### src/rtl/dsgcs_pkg.sv
// Shared types and constants for the DMA scatter-gather chunk sequencer.
// Holds request/result payloads, command and status codes, and the
// controller/datapath handshake structs. No dependencies.
`default_nettype none

package dsgcs_pkg;

	localparam int MaxEntries = 16;
	localparam int CountBits  = 24;
	localparam int AddrBits   = 32;
	localparam int CfgIdxBits = 2;
	localparam int CfgDataBits = 32;

	// Request commands
	typedef enum logic [1:0] {
		CMD_LOAD  = 2'd0,
		CMD_START = 2'd1,
		CMD_CHUNK = 2'd2
	} cmd_e;

	// Result status codes
	typedef enum logic [2:0] {
		ST_ACCEPTED   = 3'd0,
		ST_PROGRAMMED = 3'd1,
		ST_FINISHED   = 3'd2,
		ST_EMPTY      = 3'd3,
		ST_ZERO_LEN   = 3'd4,
		ST_BAD_MODE   = 3'd5,
		ST_INACTIVE   = 3'd6,
		ST_FULL       = 3'd7
	} status_e;

	// Configuration register indexes
	typedef enum logic [CfgIdxBits-1:0] {
		CFG_MODE     = 2'd0,
		CFG_DEV_ADDR = 2'd1,
		CFG_CLAIMED  = 2'd2
	} cfg_reg_e;

	// Valid transfer modes
	typedef enum logic [1:0] {
		MODE_DEV_TO_MEM = 2'd0,
		MODE_MEM_TO_DEV = 2'd1
	} mode_e;

	typedef struct packed {
		logic [1:0]           command;
		logic [AddrBits-1:0]  entry_address;
		logic [CountBits-1:0] entry_length;
		logic [CountBits-1:0] done_count;
	} in_item_t;

	typedef struct packed {
		logic [2:0]           status;
		logic [AddrBits-1:0]  source_address;
		logic [AddrBits-1:0]  dest_address;
		logic [CountBits-1:0] chunk_count;
	} out_item_t;

	// One table entry
	typedef struct packed {
		logic [AddrBits-1:0]  addr;
		logic [CountBits-1:0] len;
	} entry_t;

	// Controller to datapath
	typedef struct packed {
		logic capture;
		logic mem_read;
		logic eval_first;
		logic eval_second;
		logic push;
	} ctrl_cmd_t;

	// Datapath to controller
	typedef struct packed {
		logic advance;
		logic out_free;
	} dp_status_t;

endpackage

`default_nettype wire

### src/rtl/dsgcs_ctrl.sv
// Controller state machine of the chunk sequencer.
// Sequences capture, table reads, evaluation and result push.
// Depends on dsgcs_pkg.
`default_nettype none

module dsgcs_ctrl (
	input  wire logic                   clk,
	input  wire logic                   arst_n,
	input  wire logic                   in_valid,
	output logic                        in_ready,
	output dsgcs_pkg::ctrl_cmd_t        cmd,
	input  wire dsgcs_pkg::dp_status_t  sts
);

	typedef enum logic [5:0] {
		S_IDLE  = 6'b000001,
		S_READ  = 6'b000010,
		S_EVAL  = 6'b000100,
		S_READ2 = 6'b001000,
		S_EVAL2 = 6'b010000,
		S_PUSH  = 6'b100000
	} state_t;

	state_t state_q;
	state_t state_d;

	assign in_ready = (state_q == S_IDLE);

	// Drive datapath strobes
	always_comb begin
		cmd.capture     = in_valid && in_ready;
		cmd.mem_read    = (state_q == S_READ) || (state_q == S_READ2);
		cmd.eval_first  = (state_q == S_EVAL);
		cmd.eval_second = (state_q == S_EVAL2);
		cmd.push        = (state_q == S_PUSH) && sts.out_free;
	end

	// Advance through the request steps
	always_comb begin
		state_d = state_q;
		unique case (state_q)
			S_IDLE: begin
				if (in_valid) state_d = S_READ;
			end
			S_READ:  state_d = S_EVAL;
			S_EVAL: begin
				state_d = sts.advance ? S_READ2 : S_PUSH;
			end
			S_READ2: state_d = S_EVAL2;
			S_EVAL2: state_d = S_PUSH;
			S_PUSH: begin
				if (sts.out_free) state_d = S_IDLE;
			end
			default: state_d = S_IDLE;
		endcase
	end

	always_ff @(posedge clk or negedge arst_n) begin
		if (!arst_n) begin
			state_q <= S_IDLE;
		end else begin
			state_q <= state_d;
		end
	end

endmodule

`default_nettype wire

### src/rtl/dsgcs_dp.sv
// Datapath of the chunk sequencer: entry table, walker state, programmed
// registers, configuration registers and the result register.
// Depends on dsgcs_pkg; driven by dsgcs_ctrl strobes.
`default_nettype none

module dsgcs_dp #(
	parameter int MAX_ENTRIES = dsgcs_pkg::MaxEntries
) (
	input  wire logic                                clk,
	input  wire logic                                arst_n,
	input  wire dsgcs_pkg::ctrl_cmd_t                cmd,
	output dsgcs_pkg::dp_status_t                    sts,
	input  wire dsgcs_pkg::in_item_t                 in_data,
	input  wire logic                                cfg_we,
	input  wire logic [dsgcs_pkg::CfgIdxBits-1:0]    cfg_index,
	input  wire logic [dsgcs_pkg::CfgDataBits-1:0]   cfg_data,
	output dsgcs_pkg::out_item_t                     out_data,
	output logic                                     out_valid,
	input  wire logic                                out_ready
);

	localparam int IdxW = (MAX_ENTRIES > 1) ? $clog2(MAX_ENTRIES) : 1;
	localparam int CntW = $clog2(MAX_ENTRIES + 1);
	localparam int CB   = dsgcs_pkg::CountBits;
	localparam int AW   = dsgcs_pkg::AddrBits;
	localparam logic [CntW-1:0] MaxCnt = CntW'(MAX_ENTRIES);

	// Entry table
	dsgcs_pkg::entry_t mem [MAX_ENTRIES];
	dsgcs_pkg::entry_t rd_q;

	// Captured request
	logic [1:0]    cmd_q;
	logic [AW-1:0] req_addr_q;
	logic [CB-1:0] req_len_q;
	logic [CB:0]   sum_q;

	// Walker state
	logic [CntW-1:0] loaded_q;
	logic [CntW-1:0] left_q;
	logic [IdxW-1:0] cur_q;
	logic [CB:0]     off_q;
	logic            active_q;
	logic [AW-1:0]   src_q;
	logic [AW-1:0]   dst_q;
	logic [CB-1:0]   count_q;
	dsgcs_pkg::status_e status_q;

	// Configuration
	logic [1:0]    mode_q;
	logic [AW-1:0] dev_q;
	logic          claim_q;

	// Result register
	dsgcs_pkg::out_item_t out_q;
	logic                 out_valid_q;

	logic [IdxW-1:0] rd_idx;
	logic [IdxW-1:0] wr_idx;
	logic [CntW-1:0] cur_inc;
	logic [IdxW-1:0] next_cur;
	logic            reach;
	logic            more;
	logic            chunk_ok;
	logic            load_ok;
	logic            mode_ok;
	logic            to_mem;
	logic [AW-1:0]   prog_addr;
	logic [CB-1:0]   rest;

	// Walker decisions
	always_comb begin
		rd_idx    = (cmd_q == dsgcs_pkg::CMD_START) ? '0 : cur_q;
		wr_idx    = loaded_q[IdxW-1:0];
		cur_inc   = CntW'(cur_q) + CntW'(1);
		next_cur  = (cur_inc < MaxCnt) ? cur_inc[IdxW-1:0] : '0;
		reach     = sum_q >= {1'b0, rd_q.len};
		more      = left_q > CntW'(1);
		chunk_ok  = claim_q && active_q;
		load_ok   = !active_q && (loaded_q < MaxCnt);
		to_mem    = (mode_q == dsgcs_pkg::MODE_DEV_TO_MEM);
		mode_ok   = to_mem || (mode_q == dsgcs_pkg::MODE_MEM_TO_DEV);
		prog_addr = rd_q.addr + AW'(sum_q);
		rest      = rd_q.len - sum_q[CB-1:0];
	end

	always_comb begin
		sts.advance  = (cmd_q == dsgcs_pkg::CMD_CHUNK) && chunk_ok && reach && more;
		sts.out_free = !out_valid_q || out_ready;
	end

	// Table read and write
	always_ff @(posedge clk) begin
		if (cmd.mem_read) begin
			rd_q <= mem[rd_idx];
		end
		if (cmd.eval_first && (cmd_q == dsgcs_pkg::CMD_LOAD) && load_ok) begin
			mem[wr_idx] <= '{addr: req_addr_q, len: req_len_q};
		end
	end

	// Hold the accepted request; fold done bytes into the offset early
	always_ff @(posedge clk) begin
		if (cmd.capture) begin
			cmd_q      <= in_data.command;
			req_addr_q <= in_data.entry_address;
			req_len_q  <= in_data.entry_length;
			sum_q      <= off_q + {1'b0, in_data.done_count};
		end
	end

	// Walker state, programmed registers and configuration
	always_ff @(posedge clk or negedge arst_n) begin
		if (!arst_n) begin
			loaded_q <= '0;
			left_q   <= '0;
			cur_q    <= '0;
			off_q    <= '0;
			active_q <= 1'b0;
			src_q    <= '0;
			dst_q    <= '0;
			count_q  <= '0;
			status_q <= dsgcs_pkg::ST_ACCEPTED;
			mode_q   <= '0;
			dev_q    <= '0;
			claim_q  <= 1'b0;
		end else begin
			if (cfg_we) begin
				unique case (cfg_index)
					dsgcs_pkg::CFG_MODE:     mode_q  <= cfg_data[1:0];
					dsgcs_pkg::CFG_DEV_ADDR: dev_q   <= cfg_data;
					dsgcs_pkg::CFG_CLAIMED:  claim_q <= cfg_data[0];
					default: ;
				endcase
			end

			if (cmd.eval_first) begin
				unique case (cmd_q)
					dsgcs_pkg::CMD_LOAD: begin
						if (load_ok) begin
							loaded_q <= loaded_q + CntW'(1);
							status_q <= dsgcs_pkg::ST_ACCEPTED;
						end else begin
							status_q <= dsgcs_pkg::ST_FULL;
						end
					end
					dsgcs_pkg::CMD_START: begin
						// Start always consumes the table
						active_q <= 1'b0;
						loaded_q <= '0;
						if (loaded_q == '0) begin
							status_q <= dsgcs_pkg::ST_EMPTY;
						end else if (rd_q.len == '0) begin
							status_q <= dsgcs_pkg::ST_ZERO_LEN;
						end else if (!mode_ok) begin
							status_q <= dsgcs_pkg::ST_BAD_MODE;
						end else begin
							// Device side is written even if the channel is not claimed
							if (to_mem) src_q <= dev_q;
							else        dst_q <= dev_q;
							if (!claim_q) begin
								status_q <= dsgcs_pkg::ST_INACTIVE;
							end else begin
								cur_q    <= '0;
								left_q   <= loaded_q;
								off_q    <= '0;
								active_q <= 1'b1;
								if (to_mem) dst_q <= rd_q.addr;
								else        src_q <= rd_q.addr;
								count_q  <= rd_q.len;
								status_q <= dsgcs_pkg::ST_PROGRAMMED;
							end
						end
					end
					dsgcs_pkg::CMD_CHUNK: begin
						if (!chunk_ok) begin
							status_q <= dsgcs_pkg::ST_INACTIVE;
						end else if (reach) begin
							if (more) begin
								// Step to the next entry; it is programmed after its read
								left_q <= left_q - CntW'(1);
								off_q  <= '0;
								cur_q  <= next_cur;
							end else begin
								active_q <= 1'b0;
								count_q  <= '0;
								status_q <= dsgcs_pkg::ST_FINISHED;
							end
						end else begin
							// Reprogram the rest of the current entry
							off_q <= sum_q;
							if (to_mem) dst_q <= prog_addr;
							else        src_q <= prog_addr;
							count_q  <= rest;
							status_q <= dsgcs_pkg::ST_PROGRAMMED;
						end
					end
					default: begin
						status_q <= dsgcs_pkg::ST_INACTIVE;
					end
				endcase
			end

			// Program the entry just stepped onto
			if (cmd.eval_second) begin
				if (to_mem) dst_q <= rd_q.addr;
				else        src_q <= rd_q.addr;
				count_q <= rd_q.len;
				if (rd_q.len == '0) begin
					active_q <= 1'b0;
					status_q <= dsgcs_pkg::ST_FINISHED;
				end else begin
					status_q <= dsgcs_pkg::ST_PROGRAMMED;
				end
			end
		end
	end

	// Result valid flag
	always_ff @(posedge clk or negedge arst_n) begin
		if (!arst_n) begin
			out_valid_q <= 1'b0;
		end else if (cmd.push) begin
			out_valid_q <= 1'b1;
		end else if (out_ready) begin
			out_valid_q <= 1'b0;
		end
	end

	// Result payload
	always_ff @(posedge clk) begin
		if (cmd.push) begin
			out_q.status         <= status_q;
			out_q.source_address <= src_q;
			out_q.dest_address   <= dst_q;
			out_q.chunk_count    <= count_q;
		end
	end

	assign out_data  = out_q;
	assign out_valid = out_valid_q;

endmodule

`default_nettype wire

### src/rtl/dma_scatter_gather_chunk_sequencer.sv
// Top level of the DMA scatter-gather chunk sequencer.
// Instantiates dsgcs_ctrl and dsgcs_dp; types from dsgcs_pkg.
//
//  Channel | Signals                              | Direction
//  --------+--------------------------------------+----------
//  in      | in_valid, in_ready, in_data          | request in
//  out     | out_valid, out_ready, out_data       | result out
//  cfg     | cfg_valid, cfg_ready, cfg_index/data | register write in
//
// A request passes accept, table read, evaluate and push; a chunk completion that
// steps to the next entry adds a second table read and evaluate. The entry table
// has a single registered read port, so each entry is read in a step of its own.
// Reset clears all walker state and configuration; the table holds no reset value.
// A stalled result holds in the output register; the next request is accepted and
// waits in push.
`default_nettype none

module dma_scatter_gather_chunk_sequencer #(
	parameter int MAX_ENTRIES = dsgcs_pkg::MaxEntries
) (
	input  wire logic                                clk,
	input  wire logic                                arst_n,
	input  wire logic                                in_valid,
	output logic                                     in_ready,
	input  wire dsgcs_pkg::in_item_t                 in_data,
	output logic                                     out_valid,
	input  wire logic                                out_ready,
	output dsgcs_pkg::out_item_t                     out_data,
	input  wire logic                                cfg_valid,
	output logic                                     cfg_ready,
	input  wire logic [dsgcs_pkg::CfgIdxBits-1:0]    cfg_index,
	input  wire logic [dsgcs_pkg::CfgDataBits-1:0]   cfg_data
);

	dsgcs_pkg::ctrl_cmd_t  cmd;
	dsgcs_pkg::dp_status_t sts;

	// Register writes are always taken
	assign cfg_ready = 1'b1;

	dsgcs_ctrl u_ctrl (
		.clk      (clk),
		.arst_n   (arst_n),
		.in_valid (in_valid),
		.in_ready (in_ready),
		.cmd      (cmd),
		.sts      (sts)
	);

	dsgcs_dp #(
		.MAX_ENTRIES (MAX_ENTRIES)
	) u_dp (
		.clk       (clk),
		.arst_n    (arst_n),
		.cmd       (cmd),
		.sts       (sts),
		.in_data   (in_data),
		.cfg_we    (cfg_valid && cfg_ready),
		.cfg_index (cfg_index),
		.cfg_data  (cfg_data),
		.out_data  (out_data),
		.out_valid (out_valid),
		.out_ready (out_ready)
	);

endmodule

`default_nettype wire

### config.mk
export PLATFORM = sky130hd
export DESIGN_NAME = dma_scatter_gather_chunk_sequencer
export DESIGN_NICKNAME = d
export VERILOG_FILES = /design/src/rtl/dsgcs_pkg.sv /design/src/rtl/dsgcs_ctrl.sv /design/src/rtl/dsgcs_dp.sv /design/src/rtl/dma_scatter_gather_chunk_sequencer.sv
export SDC_FILE = /design/constraint.sdc
export NUM_CORES = 2
export LEC_CHECK = 0
export BUFFER_PORTS_ARGS = -buffer_cell sky130_fd_sc_hd__buf_2
export CORE_ASPECT_RATIO = 0.5
export CORE_MARGIN = 10
export CORE_UTILIZATION = 55
export CTS_CLUSTER_DIAMETER = 200
export DETAILED_ROUTE_END_ITERATION = 8
export PLACE_DENSITY_LB_ADDON = 0.08
export SLEW_MARGIN = 20
export SYNTH_ARGS = -nofsm -noshare
export SYNTH_HDL_FRONTEND = slang
export SYNTH_SLANG_ARGS = --single-unit
export TNS_END_PERCENT = 30
### constraint.sdc
create_clock -name clk -period 5.7 [get_ports clk]
set_input_delay 1.14 -clock clk [delete_from_list [all_inputs] [get_ports clk]]
set_output_delay 1.14 -clock clk [all_outputs]
set_load 0.03 [all_outputs]
==> summary.md <==
| Metric | Value |
|---|---|
| Status | finished, final reports clean |
| Nets@finish | 4418 |
| Slowest-stage cell, CP | o21ai_2 |
| Via count | 35944 |
| Root Driver | clkbuf_16 |
| Fmax | 250 MHz |
| Synthesized instance count | 4043 |
| Drt first pass iters | 6 |
| Floorplan core area | 101000 sq um |
| IO Count | 215 |
| CP endpoint kind | flop |
| RSZ-0062 raised after global routing | no |
| Worst-Skew Late Latency | 760 ps |
| Initial antenna violation count | 16 |
| Setup CP Type | flop to flop |
| Hold Crit Class | flop to flop |
| Syn_nets | 4274 |
| Post-synthesis sequential area ratio | 67.8% |
| Layout cells sized above 1 | 18.6% |
| First-pass GRT wire length | 230000 um |
| Detailed Route WL | 156000 um |
| Post-CTS Resized | 0 |
| Max stage delay on crit path | 770 ps |
| Final Hold Vio Count | 0 |
| CTS tree | built |
| Area delta synth->final | 11.3% |
| Residual DRC | 0 |
| Maximum VDD drop | 0.000449 V |
| Ys async rst share | 13.3% |
| Library cells used by synthesis | 93 |
| Top-count cell post-synth | edfxtp_1 |
| Yosys warns | 0 |
| Die W | 472 um |
| Most frequent cells after synthesis | edfxtp_1 (1126), a21oi_1 (368), o21ai_0 (285) |
| Final setup vio count | 0 |
| Top cell by count, worst path | a21oi_1 |
| Synth top area cells | edfxtp_1 (60%), dfrtp_1 (7.6%), mux2_2 (5.6%) |
| Worst EP required | 6350 ps |
| Tcrit/Tclk final | 70.0% |
| Max Clock Skew | 67.2 ps |
| Total gr overflow | 0 |
| Crit Path Max Fanout | 18 |
| CP cell instances | inv_1 -> ha_1 -> nand3_1 -> o21bai_1 -> a31oi_1 -> o21ai_0 -> a221oi_1 -> nor3_2 -> buf_4 -> o21ai_2 -> a21oi_1 -> a21oi_1 -> a2bb2oi_1 |
| Max-slew violations | 0 |
| CP Launch Type | flop |
| Hold slack | 417 ps |
| Diodes inserted | 0 |
| GPL Wtd Cong | 0.935 |
| Postcts setup bufs | 0 |
| DRT iter0 DRCs | 4273 |
| Pin count of the biggest net entering global routing | 129 |
| Worst-margin pin slew | 1160 ps |
| Fin crit period | 3990 ps |
| Initial Utilization | 55.8% |
| Finished Cell Area | 62600 sq um |
| Clock buffer depth | 3 |
| Number of buffers created by CTS | 111 |
| Tot Pwr | 0.0259 W |
| # port buffers | 213 |
| Post-synth top area share | 60.1% |
| Number of global-route vias before repair | 35043 |
| TNS Setup | 0 ps |
| P_leak | 22.2 nW |
| Gr usage total | 26.1% |
| Die area | 116000 sq um |
| Rows | 82 |
| Antenna Nets Post-Route | 0 |
| Clock Pin Slew Worst Setup and Hold Paths | 70 ps |
| Mean Syn Cell Area | 13.9 sq um |
| Die Ht | 246 um |
| Vias/cell | 6.39 |
| Total of max-cap violations | 0 |
| Hold_buf cts | 0 |
| Dominant synthesized flop cell | edfxtp_1 |
| Rel. slew slack | 22.6% |
| HPWL after DPL | 90700 um |
| Synth Register Bits | 1299 |
| Post-Syn Area | 56300 sq um |
| Clk sinks | 1299 |
| Worst path arrival time | 4640 ps |
| Top cell type by total area after synthesis | edfxtp_1 |
| Post-DP Area | 59100 sq um |
| Fillers | 7578 |
| WL/cell | 27.7 um |
| H-tree levels | 3 |
| EDFF count, synth | 1126 |
| Power Density | 413 nW/um^2 |
-- worst max-delay path, delay by kind of cell, from the launching register on --
| kind | cells | cell delay, ps |
|---|---|---|
| simple gates | 2 | 250 |
| buf+inv | 2 | 300 |
| fa+ha+maj | 1 | 420 |
| compound gates | 8 | 2390 |
| flops | 1 | 540 |
-- through the flow --
stage | setup WS [ps] | utilization (%) | std cells
after global routing | 1480 | 62.1 | 5628
after detailed placement | 1440 | 58.6 | 5417
after global placement | 1470 | 58.6 | 5417
final | 1710 | 62.1 | 5628
after CTS | 1790 | 62.1 | 5627
after floorplan | -443 | - | 4043
-- state kept, by name, summed over array words and instances (netlist names), 24 cells and up --
register,flops
u_dp.req_len_q,24
u_dp.off_q,25
u_dp.count_q,24
u_dp.out_data,91
u_dp.sum_q,25
u_dp.req_addr_q,32
u_dp.mem,896
u_dp.dst_q,32
u_dp.src_q,32
u_dp.dev_q,32
u_dp.rd_q,56
-- routing by layer --
layer,wire (um),global-route usage [%],vias to the layer above
li1,-,-,15915
met1,68500,38.6,18069
met2,69100,39.2,1690
met3,14600,5.68,268
met4,3890,6.85,2
met5,13,0,-
-- worst paths after layout --
check	depth (start not counted)	from	slack [ps]	end
setup / recovery	13	u_dp.sum_q[4]	1710	u_dp.dst_q[31]
hold / removal	0	u_dp.count_q[2]	420	u_dp.out_data[2]
max in group asynchronous	2	arst_n	4180	u_dp.claim_q
hold reg to reg	0	u_dp.count_q[2]	420	u_dp.out_data[2]
setup reg to reg	13	u_dp.sum_q[4]	1710	u_dp.dst_q[31]
min in group asynchronous	1	arst_n	560	u_dp.off_q[13]
-- layout make-up --
| type | count | area [sq um] | area share [%] |
|---|---|---|---|
| sequential | 1299 | 38200 | 60.9 |
| multi-input combinational | 2400 | 17000 | 27.2 |
| clock buffer | 147 | 3030 | 4.83 |
| timing repair buffer | 285 | 1890 | 3.01 |
| tap | 1344 | 1680 | 2.68 |
| clock inverter | 63 | 528 | 0.843 |
| inverter | 90 | 338 | 0.539 |
-- layout by cell type, fill, tap and decap left out, drive strengths merged, types with 7 or more instances in the layout --
cell type     n
a211oi       26
a21o         48
a21oi       369
a221oi      117
a22oi        24
a31oi        58
a32o         57
and2          7
and3         12
buf         284
clkbuf      148
clkinv       52
dfrtp       172
edfxtp     1126
ha          107
inv          92
mux2        281
mux2i       145
nand2       283
nand2b       15
nand3        31
nand4        11
nor2        197
nor2b        11
nor3         29
nor4         10
o211ai       10
o21a         14
o21ai       290
o221ai       33
o22ai        36
o31ai         7
xnor2        40
xor2         20
-- where the power goes --
group | leakage, nW | total (W) | internal, W | switching, W
Clock | 1.74 | 0.00751 | 0.00402 | 0.00349
Combinational | 8.02 | 0.00591 | 0.00223 | 0.00368
Sequential | 12.4 | 0.0125 | 0.0114 | 0.00102
Total | 22.2 | 0.0259 | 0.0177 | 0.00819
-- kinds of logic (layout without fill, tap and decap cells) --
| kind of cell | Yosys count | in the layout | synth area share (%) |
|---|---|---|---|
| AOI/OAI and AO/OA | 1161 | 1161 | 13.2 |
| xor gates and xnor gates | 60 | 60 | 0.934 |
| adders and majority gates | 110 | 110 | 2.49 |
| buffers and inverters | 344 | 585 | 2.37 |
| DFF | 1299 | 1299 | 67.8 |
| muxes | 426 | 426 | 8.20 |
| other | 1 | 1 | 0.00666 |
| and+or+nand+nor | 642 | 642 | 5.04 |
Note: power is estimated with default switching activity, not from simulation.
